--- src/hw/rtl/ascii85_stream_decoder_macros.svh ---
// assertion macros for the ascii85 stream decoder
`ifndef ASCII85_STREAM_DECODER_MACROS_SVH
`define ASCII85_STREAM_DECODER_MACROS_SVH

// invariant that holds at every clock edge out of reset
`define A85_CHECK(label, cond, msg) \
    label: assert property (@(posedge i_clk) disable iff (!i_rst_n) (cond)) \
        else $error(msg);

// condition in this cycle implies a consequence in the same cycle
`define A85_CHECK_NOW(label, ante, cons, msg) \
    label: assert property (@(posedge i_clk) disable iff (!i_rst_n) \
        (ante) |-> (cons)) else $error(msg);

// condition in this cycle implies a consequence in the next cycle
`define A85_CHECK_NEXT(label, ante, cons, msg) \
    label: assert property (@(posedge i_clk) disable iff (!i_rst_n) \
        (ante) |=> (cons)) else $error(msg);

`endif

--- src/hw/rtl/a85_pkg.sv ---
// constants and helpers for the ascii85 stream decoder
`timescale 1ns / 1ps

package a85_pkg;

    // width of the character offset counter, saturates at all ones
    localparam int OFFSET_BITS = 32;
    localparam int OFF_W       = (OFFSET_BITS < 32) ? OFFSET_BITS : 32;

    // character codes
    localparam logic [7:0] CH_SPACE = 8'h20;
    localparam logic [7:0] CH_FIRST = 8'h21;
    localparam logic [7:0] CH_LAST  = 8'h75;
    localparam logic [7:0] CH_ZERO  = 8'h7a;

    localparam logic [31:0] BASE = 32'd85;

    // bytes in a full group
    localparam logic [2:0] GROUP_BYTES = 3'd4;

    typedef logic [2:0] t_dcnt;

    // scale for padding a partial group of n digits with the top digit:
    // v = (acc + 1) * 85^(5-n) - 1
    function automatic logic [19:0] pad_scale(input t_dcnt dcnt);
        logic [19:0] s;
        unique case (dcnt)
            3'd2:    s = 20'd614125;
            3'd3:    s = 20'd7225;
            default: s = 20'd85;
        endcase
        return s;
    endfunction

endpackage

--- src/hw/rtl/ascii85_stream_decoder.sv ---
// ascii85 stream decoder: one character per beat in, decoded bytes out
//
//  channel  | dir | tdata                              | tuser       | tlast
//  ---------+-----+------------------------------------+-------------+------------
//  s_axis   | in  | [7:0] in_char                      | flush       | -
//  m_axis   | out | [7:0] out_byte, [39:8] error_offset | is_error    | last of item
//
// one input beat per cycle unless stalled: a character is decoded from the input
// register, and beats that give no output never wait on the output side.
// a beat that gives output needs the group register free; a group of n
// bytes drains one beat per cycle while m_axis_tready is high.
// reset (i_rst_n low, synchronous) clears the decoder state and both registers.
// m_axis_tready low holds the group register and, once the input register
// holds an item with output, stalls s_axis.
`timescale 1ns / 1ps

module ascii85_stream_decoder
    import a85_pkg::*;
(
    input  logic        i_clk,
    input  logic        i_rst_n,
    input  logic        s_axis_tvalid,
    output logic        s_axis_tready,
    input  logic [7:0]  s_axis_tdata,   // [7:0] in_char
    input  logic        s_axis_tuser,   // [0] flush
    output logic        m_axis_tvalid,
    input  logic        m_axis_tready,
    output logic [39:0] m_axis_tdata,   // [7:0] out_byte, [39:8] error_offset
    output logic        m_axis_tuser,   // [0] is_error
    output logic        m_axis_tlast
);

`include "ascii85_stream_decoder_macros.svh"

    // input register
    logic              r_in_valid;
    logic [7:0]        r_in_char;
    logic              r_in_flush;

    // decoder state
    logic [31:0]       r_acc;
    t_dcnt             r_dcnt;
    logic [OFF_W-1:0]  r_offset;
    logic              r_err_latched;

    // result group register
    logic              r_grp_valid;
    logic [31:0]       r_grp_word;
    logic [2:0]        r_grp_cnt;
    logic              r_grp_err;
    logic [31:0]       r_grp_off;

    // next values
    logic [31:0]       n_acc;
    t_dcnt             n_dcnt;
    logic [OFF_W-1:0]  n_offset;
    logic              n_err_latched;

    logic              w_has_grp;
    logic [31:0]       w_grp_word;
    logic [2:0]        w_grp_cnt;
    logic              w_grp_err;
    logic [31:0]       w_grp_off;

    logic              w_is_ws;
    logic              w_is_digit;
    logic              w_is_bad;
    logic [31:0]       w_digit_acc;
    logic [31:0]       w_pad_word;
    logic              w_grp_free;
    logic              w_proc;
    logic              s_fire;
    logic              m_fire;

    // character classes
    assign w_is_ws    = (r_in_char <= CH_SPACE);
    assign w_is_digit = (r_in_char >= CH_FIRST) && (r_in_char <= CH_LAST);
    assign w_is_bad   = !r_in_flush && !r_err_latched && !w_is_ws && !w_is_digit
                        && !((r_in_char == CH_ZERO) && (r_dcnt == 3'd0));

    // accumulator with a new digit, and a partial group padded at flush
    assign w_digit_acc = r_acc * BASE + {25'd0, 7'(r_in_char - CH_FIRST)};
    assign w_pad_word  = 32'((r_acc + 32'd1) * {12'd0, pad_scale(r_dcnt)}) - 32'd1;

    // decode one item
    always_comb begin
        n_acc         = r_acc;
        n_dcnt        = r_dcnt;
        n_offset      = r_offset;
        n_err_latched = r_err_latched;
        w_has_grp     = 1'b0;
        w_grp_word    = 32'd0;
        w_grp_cnt     = 3'd1;
        w_grp_err     = 1'b0;
        w_grp_off     = 32'd0;
        if (r_in_flush) begin
            if (!r_err_latched) begin
                if (r_dcnt == 3'd1) begin
                    w_has_grp = 1'b1;
                    w_grp_err = 1'b1;
                    w_grp_off = 32'(r_offset);
                end else if (r_dcnt >= 3'd2) begin
                    w_has_grp  = 1'b1;
                    w_grp_word = w_pad_word;
                    w_grp_cnt  = r_dcnt - 3'd1;
                end
            end
            n_acc         = 32'd0;
            n_dcnt        = 3'd0;
            n_offset      = '0;
            n_err_latched = 1'b0;
        end else begin
            if (r_offset != {OFF_W{1'b1}}) begin
                n_offset = r_offset + OFF_W'(1);
            end
            if (!r_err_latched && !w_is_ws) begin
                if ((r_in_char == CH_ZERO) && (r_dcnt == 3'd0)) begin
                    w_has_grp = 1'b1;
                    w_grp_cnt = GROUP_BYTES;
                end else if (w_is_digit) begin
                    if (r_dcnt == GROUP_BYTES) begin
                        w_has_grp  = 1'b1;
                        w_grp_word = w_digit_acc;
                        w_grp_cnt  = GROUP_BYTES;
                        n_acc      = 32'd0;
                        n_dcnt     = 3'd0;
                    end else begin
                        n_acc  = w_digit_acc;
                        n_dcnt = r_dcnt + 3'd1;
                    end
                end else begin
                    n_err_latched = 1'b1;
                    w_has_grp     = 1'b1;
                    w_grp_err     = 1'b1;
                    w_grp_off     = 32'(r_offset);
                end
            end
        end
    end

    // handshakes
    assign w_grp_free    = !r_grp_valid || (m_axis_tready && (r_grp_cnt == 3'd1));
    assign w_proc        = r_in_valid && (!w_has_grp || w_grp_free);
    assign s_axis_tready = !r_in_valid || w_proc;
    assign s_fire        = s_axis_tvalid && s_axis_tready;
    assign m_fire        = m_axis_tvalid && m_axis_tready;

    // input register
    always_ff @(posedge i_clk) begin
        if (!i_rst_n) begin
            r_in_valid <= 1'b0;
        end else if (s_fire) begin
            r_in_valid <= 1'b1;
        end else if (w_proc) begin
            r_in_valid <= 1'b0;
        end
    end

    always_ff @(posedge i_clk) begin
        if (s_fire) begin
            r_in_char  <= s_axis_tdata;
            r_in_flush <= s_axis_tuser;
        end
    end

    // decoder state
    always_ff @(posedge i_clk) begin
        if (!i_rst_n) begin
            r_acc         <= 32'd0;
            r_dcnt        <= 3'd0;
            r_offset      <= '0;
            r_err_latched <= 1'b0;
        end else if (w_proc) begin
            r_acc         <= n_acc;
            r_dcnt        <= n_dcnt;
            r_offset      <= n_offset;
            r_err_latched <= n_err_latched;
        end
    end

    // result group register, drained one byte per beat
    always_ff @(posedge i_clk) begin
        if (!i_rst_n) begin
            r_grp_valid <= 1'b0;
            r_grp_cnt   <= 3'd1;
        end else if (w_proc && w_has_grp) begin
            r_grp_valid <= 1'b1;
            r_grp_cnt   <= w_grp_cnt;
        end else if (m_fire) begin
            if (r_grp_cnt == 3'd1) begin
                r_grp_valid <= 1'b0;
            end else begin
                r_grp_cnt <= r_grp_cnt - 3'd1;
            end
        end
    end

    always_ff @(posedge i_clk) begin
        if (w_proc && w_has_grp) begin
            r_grp_word <= w_grp_word;
            r_grp_err  <= w_grp_err;
            r_grp_off  <= w_grp_off;
        end else if (m_fire) begin
            r_grp_word <= {r_grp_word[23:0], 8'd0};
        end
    end

    // output beat
    assign m_axis_tvalid = r_grp_valid;
    assign m_axis_tdata  = {r_grp_off, r_grp_word[31:24]};
    assign m_axis_tuser  = r_grp_err;
    assign m_axis_tlast  = (r_grp_cnt == 3'd1);

    // checks
    `A85_CHECK(a_dcnt_range, r_dcnt <= GROUP_BYTES, "digit count above four")
    `A85_CHECK_NOW(a_grp_cnt_range, r_grp_valid, (r_grp_cnt != 3'd0) && (r_grp_cnt <= GROUP_BYTES),
        "group byte count out of range")
    `A85_CHECK_NOW(a_err_single, r_grp_valid && r_grp_err,
        (r_grp_cnt == 3'd1) && (r_grp_word == 32'd0), "error beat not a single zero beat")
    `A85_CHECK_NEXT(a_err_latches, w_proc && w_is_bad, r_err_latched && r_grp_valid && r_grp_err,
        "bad character did not latch an error")
    `A85_CHECK_NEXT(a_state_held, r_in_valid && !w_proc, $stable(r_offset) && $stable(r_acc),
        "decoder state moved without an item")

endmodule
--- config.mk ---
export PLATFORM = sky130hd
export DESIGN_NAME = ascii85_stream_decoder
export DESIGN_NICKNAME = d
export VERILOG_FILES = /design/src/hw/rtl/a85_pkg.sv /design/src/hw/rtl/ascii85_stream_decoder.sv
export VERILOG_INCLUDE_DIRS = /design/src /design/src/hw/rtl
export SDC_FILE = /design/constraint.sdc
export NUM_CORES = 1
export LEC_CHECK = 0
export ABC_AREA = 1
export ABC_CLOCK_PERIOD_IN_PS = 17610
export BUFFER_PORTS_ARGS = -buffer_cell sky130_fd_sc_hd__buf_2
export CORE_UTILIZATION = 44
export DETAILED_ROUTE_END_ITERATION = 12
export GPL_TIMING_DRIVEN = 0
export HOLD_SLACK_MARGIN = 0.1
export PLACE_DENSITY = 0.7
export SLEW_MARGIN = 10
export SYNTH_ARGS = -nofsm -noshare
export SYNTH_HDL_FRONTEND = slang
export SYNTH_SLANG_ARGS = --single-unit
--- constraint.sdc ---
create_clock -name i_clk -period 17.61 [get_ports i_clk]
set_clock_uncertainty 0.05 [all_clocks]
set_input_delay 4.4025 -clock i_clk [delete_from_list [all_inputs] [get_ports i_clk]]
set_output_delay 4.4025 -clock i_clk [all_outputs]
set_load 0.1 [all_outputs]
# After elaboration in Yosys (flattened, before gate mapping)

Cells that the tools add are included.

Output and inout bits: 44
Register bits: 147
Input bits: 13

Reduce and logical (&&, ||, !) cells: 28
Multiply operators: 2
Muxes and demuxes: 63
Magnitude comparators: 4
Equal/unequal tests: 10
$add $sub $neg: 8

Operators by type and width:

| kind                    | number |
|---|---|
| $mux W32                | 23 |
| $add A32 B1 Y32 const B | 2 |
| $mux W3                 | 16 |
| $pmux W20 S2            | 1 |
| $add A32 B7 Y32         | 1 |
| $mul A32 B20 Y32        | 1 |
| $mul A32 B7 Y32 const B | 1 |
| $ne A32 B32 Y1 const B  | 1 |
| $sub A32 B1 Y32 const B | 1 |
| $mux W1                 | 23 |
| $reduce_bool A2 Y1      | 6 |
| $eq A8 B7 Y1 const B    | 1 |
| $ge A8 B6 Y1 const B    | 1 |
| $le A8 B6 Y1 const B    | 1 |
| $le A8 B7 Y1 const B    | 1 |
| $logic_and A1 B1 Y1     | 8 |
| $reduce_and A4 Y1       | 2 |
| $sub A7 B6 Y7 const B   | 1 |
| $eq A3 B1 Y1 const B    | 2 |
| $eq A3 B2 Y1 const B    | 2 |
| $reduce_and A2 Y1       | 3 |
| $sub A3 B1 Y3 const B   | 2 |
| $logic_not A1 Y1        | 5 |
| $ne A2 B2 Y1 const B    | 2 |
| other kinds (6)         | 8 |

# Logic depth before layout (Yosys ltp)

Word-level depth: 12
Gate-level depth with buffers: 39
Mapped depth without buffers: 39

# Worst setup path after synthesis

OpenSTA, ideal clock, no wires.

Path kind: input to output
From: input port m_axis_tready
To: output port s_axis_tready
Cell stages on the path: 4
Path slack: 7.735 ns
Required time: 13.158 ns
Buffers on the path: 0
Arrival: 5.422 ns
Path through: inv_1 o21ai_0 inv_1 nand3_1

Cells in the longest elaborated chain, start to end: 5

Ends and longest elaborated chain:

| what                | RTL line                      | RTL |
|---|---|---|
| from (decl)         | ascii85_stream_decoder.sv:27  | `input logic m_axis_tready,` |
| $logic_and A1 B1 Y1 | ascii85_stream_decoder.sv:142 | `assign w_grp_free = !r_grp_valid \|\| (m_axis_tready && (r_grp_cnt == 3'd1));` |
| $logic_or A1 B1 Y1  | ascii85_stream_decoder.sv:142 |  |
| $logic_or A1 B1 Y1  | ascii85_stream_decoder.sv:143 | `assign w_proc = r_in_valid && (!w_has_grp \|\| w_grp_free);` |
| $logic_and A1 B1 Y1 | ascii85_stream_decoder.sv:143 |  |
| $logic_or A1 B1 Y1  | ascii85_stream_decoder.sv:144 | `assign s_axis_tready = !r_in_valid \|\| w_proc;` |
| to (decl)           | ascii85_stream_decoder.sv:23  | `output logic s_axis_tready,` |

Every way passes these cells.

# Worst setup path in the final report

Same ends and word-level chain as after synthesis.

==> flow_summary.rst <==
.. list-table::
   :header-rows: 1

   * - Metric
     - Value
   * - Run status
     - finished, final reports clean
   * - Post-layout instance count excluding filler cells
     - approximately 3700
   * - Drt pass-1 iters
     - 6
   * - Leakage
     - ~12 nW
   * - Die Area
     - roughly 53000 µm²
   * - Yosys warnings
     - 0
   * - Max-slew headroom
     - ~28%
   * - Final hold slack
     - roughly 420 ps
   * - Area share of the leading cell type in the synthesized netlist
     - about 27%
   * - Number of antenna violations at the first check in global routing
     - 0
   * - Number of violations reported at the end of detailed-routing iteration 0
     - 1698
   * - Count of vias placed by the detailed router
     - about 19000
   * - Final Hold Viols
     - 0
   * - Capturing element type of the critical path
     - output port
   * - Area growth from synthesis to final layout
     - 7.46%
   * - Number of buffers inserted during clock tree synthesis
     - 17
   * - Share of synthesized area occupied by flip-flops and latches
     - between 10% and 20%
   * - Power density over cell area
     - around 43 nW/µm²
   * - Half-perimeter wire length of the detailed placement result
     - between 50000 and 60000 µm
   * - Standard-cell rows
     - 83
   * - Worst min-delay path category
     - flip-flop to flip-flop
   * - Synth Instances
     - roughly 2900
   * - Global Route Usage Sum
     - 24.5%
   * - Clock-pin slew on the worst setup and hold paths
     - around 60 ps
   * - Htree depth
     - 4
   * - DRC violations left
     - 0
   * - Routed via count divided by cell count
     - between 5 and 6
   * - Data arrival at the endpoint of the critical path
     - 5380 ps
   * - Top cell type by total area after synthesis
     - fa_1
   * - Wire length of the first global-routing pass
     - approximately 100000 µm
   * - RSZ-0062 raised after global routing
     - no
   * - Leading cell type in the layout, fill and taps excluded
     - inv_1
   * - Max VDD drop
     - between 0.07 and 0.08 mV
   * - PostCTS Resize Cnt
     - 0
   * - Total number of clock tree sinks
     - about 150
   * - Final ANT Viol Nets
     - 0
   * - Post-CTS setup-driven buffer insertion count
     - 0
   * - Most instantiated flip-flop cell in the synthesis netlist
     - edfxtp_1
   * - Maximum fanout along the worst path
     - 3
   * - Number of enable flip-flop cells after synthesis
     - 74
   * - Area of the placeable core
     - about 50000 µm²
   * - Count of distinct cell types in the synthesized netlist
     - between 40 and 50
   * - Share of synthesized flip-flops with an asynchronous set or reset
     - 0%
   * - Final std cell area, no fill
     - roughly 25000 µm²
   * - Number of nets produced by synthesis
     - about 3500
   * - CTS Hold Buffers Added
     - 0
   * - # diodes
     - 0
   * - Final RePlAce weighted congestion
     - just under 1
   * - Aggregate global routing overflow
     - 0
   * - WP data required
     - around 13000 ps
   * - Routed WL
     - approximately 63000 µm
   * - Critical path type
     - input port to output port
   * - Clock Tree Root
     - clkbuf_16
   * - Fraction of final layout cells with drive strength greater than 1
     - 4.70%
   * - Die Wd
     - roughly 230 µm
   * - TNS Setup
     - 0 ps
   * - Final Critical Period
     - 9840 ps
   * - Initial Util
     - around 44%
   * - #FFs+latches synth
     - about 150
   * - Count of fill cells added during filler insertion
     - between 5000 and 6000
   * - Nets@finish
     - roughly 3600
   * - CTS tree
     - done
   * - Worst Max-Slew Pin Slew
     - 1080 ps
   * - Vias in the first global route
     - 18800
   * - Critical path launch point type
     - input port
   * - Ports placed on the boundary
     - 57
   * - Top area cells in the synthesized netlist
     - fa_1 (27%), ha_1 (14%), inv_1 (12%)
   * - Number of port buffers
     - between 50 and 60
   * - Largest net degree at the start of global routing
     - 43
   * - Max-cap violations
     - 0
   * - Commonest non-fill, non-tap cells in the layout
     - inv_1 (738), nand2_1 (474), fa_1 (310)
   * - Die Span Y
     - 230 µm
   * - CTS max path bufs
     - 2
   * - Synth Area per Inst
     - between 7 and 8 µm²
   * - Final period utilization
     - 55.9%
   * - Placed Cells
     - 3626
   * - Cell area after synthesis
     - around 23000 µm²
   * - WL per Instance
     - 17.2 µm
   * - Max-slew violation count
     - 0
   * - Highest attainable clock frequency
     - 102 MHz
   * - Final setup violation count
     - 0
   * - Clk_lat worst skew
     - around 450 ps
   * - Placement Cell Area
     - approximately 24000 µm²
## synthesized netlist by cell type (2+ instances only)
library cell    n
ha_1          262
a21o_1         11
nor2_4          2
o21a_1         12
inv_2           2
nand3_1       101
buf_2           5
edfxtp_1       74
fa_1          310
nand2_2         2
buf_4          12
or2_2          17
a21oi_1       168
clkinv_1        3
dfxtp_1        73
nor4_1         20
buf_1           3
o21ai_2         2
a31oi_1        14
nand4_1        33
nor3_1         30
a31o_2          4
nor2_2          2
inv_1         738
o21bai_1       10
xnor2_1        29
nand3b_1        3
a2bb2oi_1      15
nor2_1        269
clkbuf_1       36
a21oi_2         2
xor2_1         49
a211oi_1        3
nand2_1       475
o21ai_0        85
## worst paths after layout
check,slack (ps),cells past startpoint,endpoint,from
worst max register to register,8130,38,r_grp_word[28]$_DFFE_PP_,r_acc[1]$_SDFFE_PN0P_
worst min register to register,420,1,r_offset[3]$_SDFFE_PN0P_,r_offset[3]$_SDFFE_PN0P_
worst min-delay path,420,1,r_offset[3]$_SDFFE_PN0P_,r_offset[3]$_SDFFE_PN0P_
worst max-delay path,7770,6,s_axis_tready,m_axis_tready
## cells by family after synthesis
logic type / count (synthesis) / synth area share [%]
adder cells (fa/ha/maj): 572 / 41.6
XOR/XNOR: 78 / 3.00
flip-flops: 147 / 16.2
AO/OA/AOI/OAI: 336 / 8.40
buffers and inverters: 799 / 13.4
AND/OR/NAND/NOR: 958 / 17.5
## final cells by class
type	instances	area, µm²	area share (%)
Multi-Input combinational cell	1944	16100	65.6
Sequential cell	147	3680	15.0
Inverter	743	2790	11.4
Tap cell	680	851	3.47
Clock buffer	20	447	1.82
Timing Repair Buffer	56	280	1.14
Buffer	56	262	1.07
Clock inverter	12	120	0.490
## layer usage
metal  global-route usage, %  share of wire [%]
met5                       0                  0
met4                    6.15                2.2
met3                    2.49                5.0
met2                    41.5                 48
met1                    33.5                 45
## metrics by stage
stage	util (%)	power, mW	setup slack [ps]
after floorplan	-	0.626	7740
after global placement	46.7	0.705	7770
after detailed placement	46.7	0.705	7760
after CTS	47.8	1.07	7760
after global routing	47.8	1.13	7550
final	47.8	1.07	7770
## registers in the layout, summed over array words and instances, names as in the netlist, 3 cells and up
signal and flops:
r_acc 32, r_dcnt 3, r_grp_cnt 3, r_grp_off 32, r_grp_word 32, r_in_char 8
r_offset 32
## power breakdown
group | switching [mW] | internal, mW | total (mW)
sequential | 0.00651 | 0.368 | 0.374
clock | 0.160 | 0.200 | 0.360
combinational | 0.223 | 0.109 | 0.332
total | 0.389 | 0.677 | 1.07
## worst max-delay path, cell delays in order
cell and delay, ps:
buf_2 100, inv_1 30, o21ai_0 200, inv_1 80, nand3_1 120, buf_2 440
(Power assumes the default switching activity.)
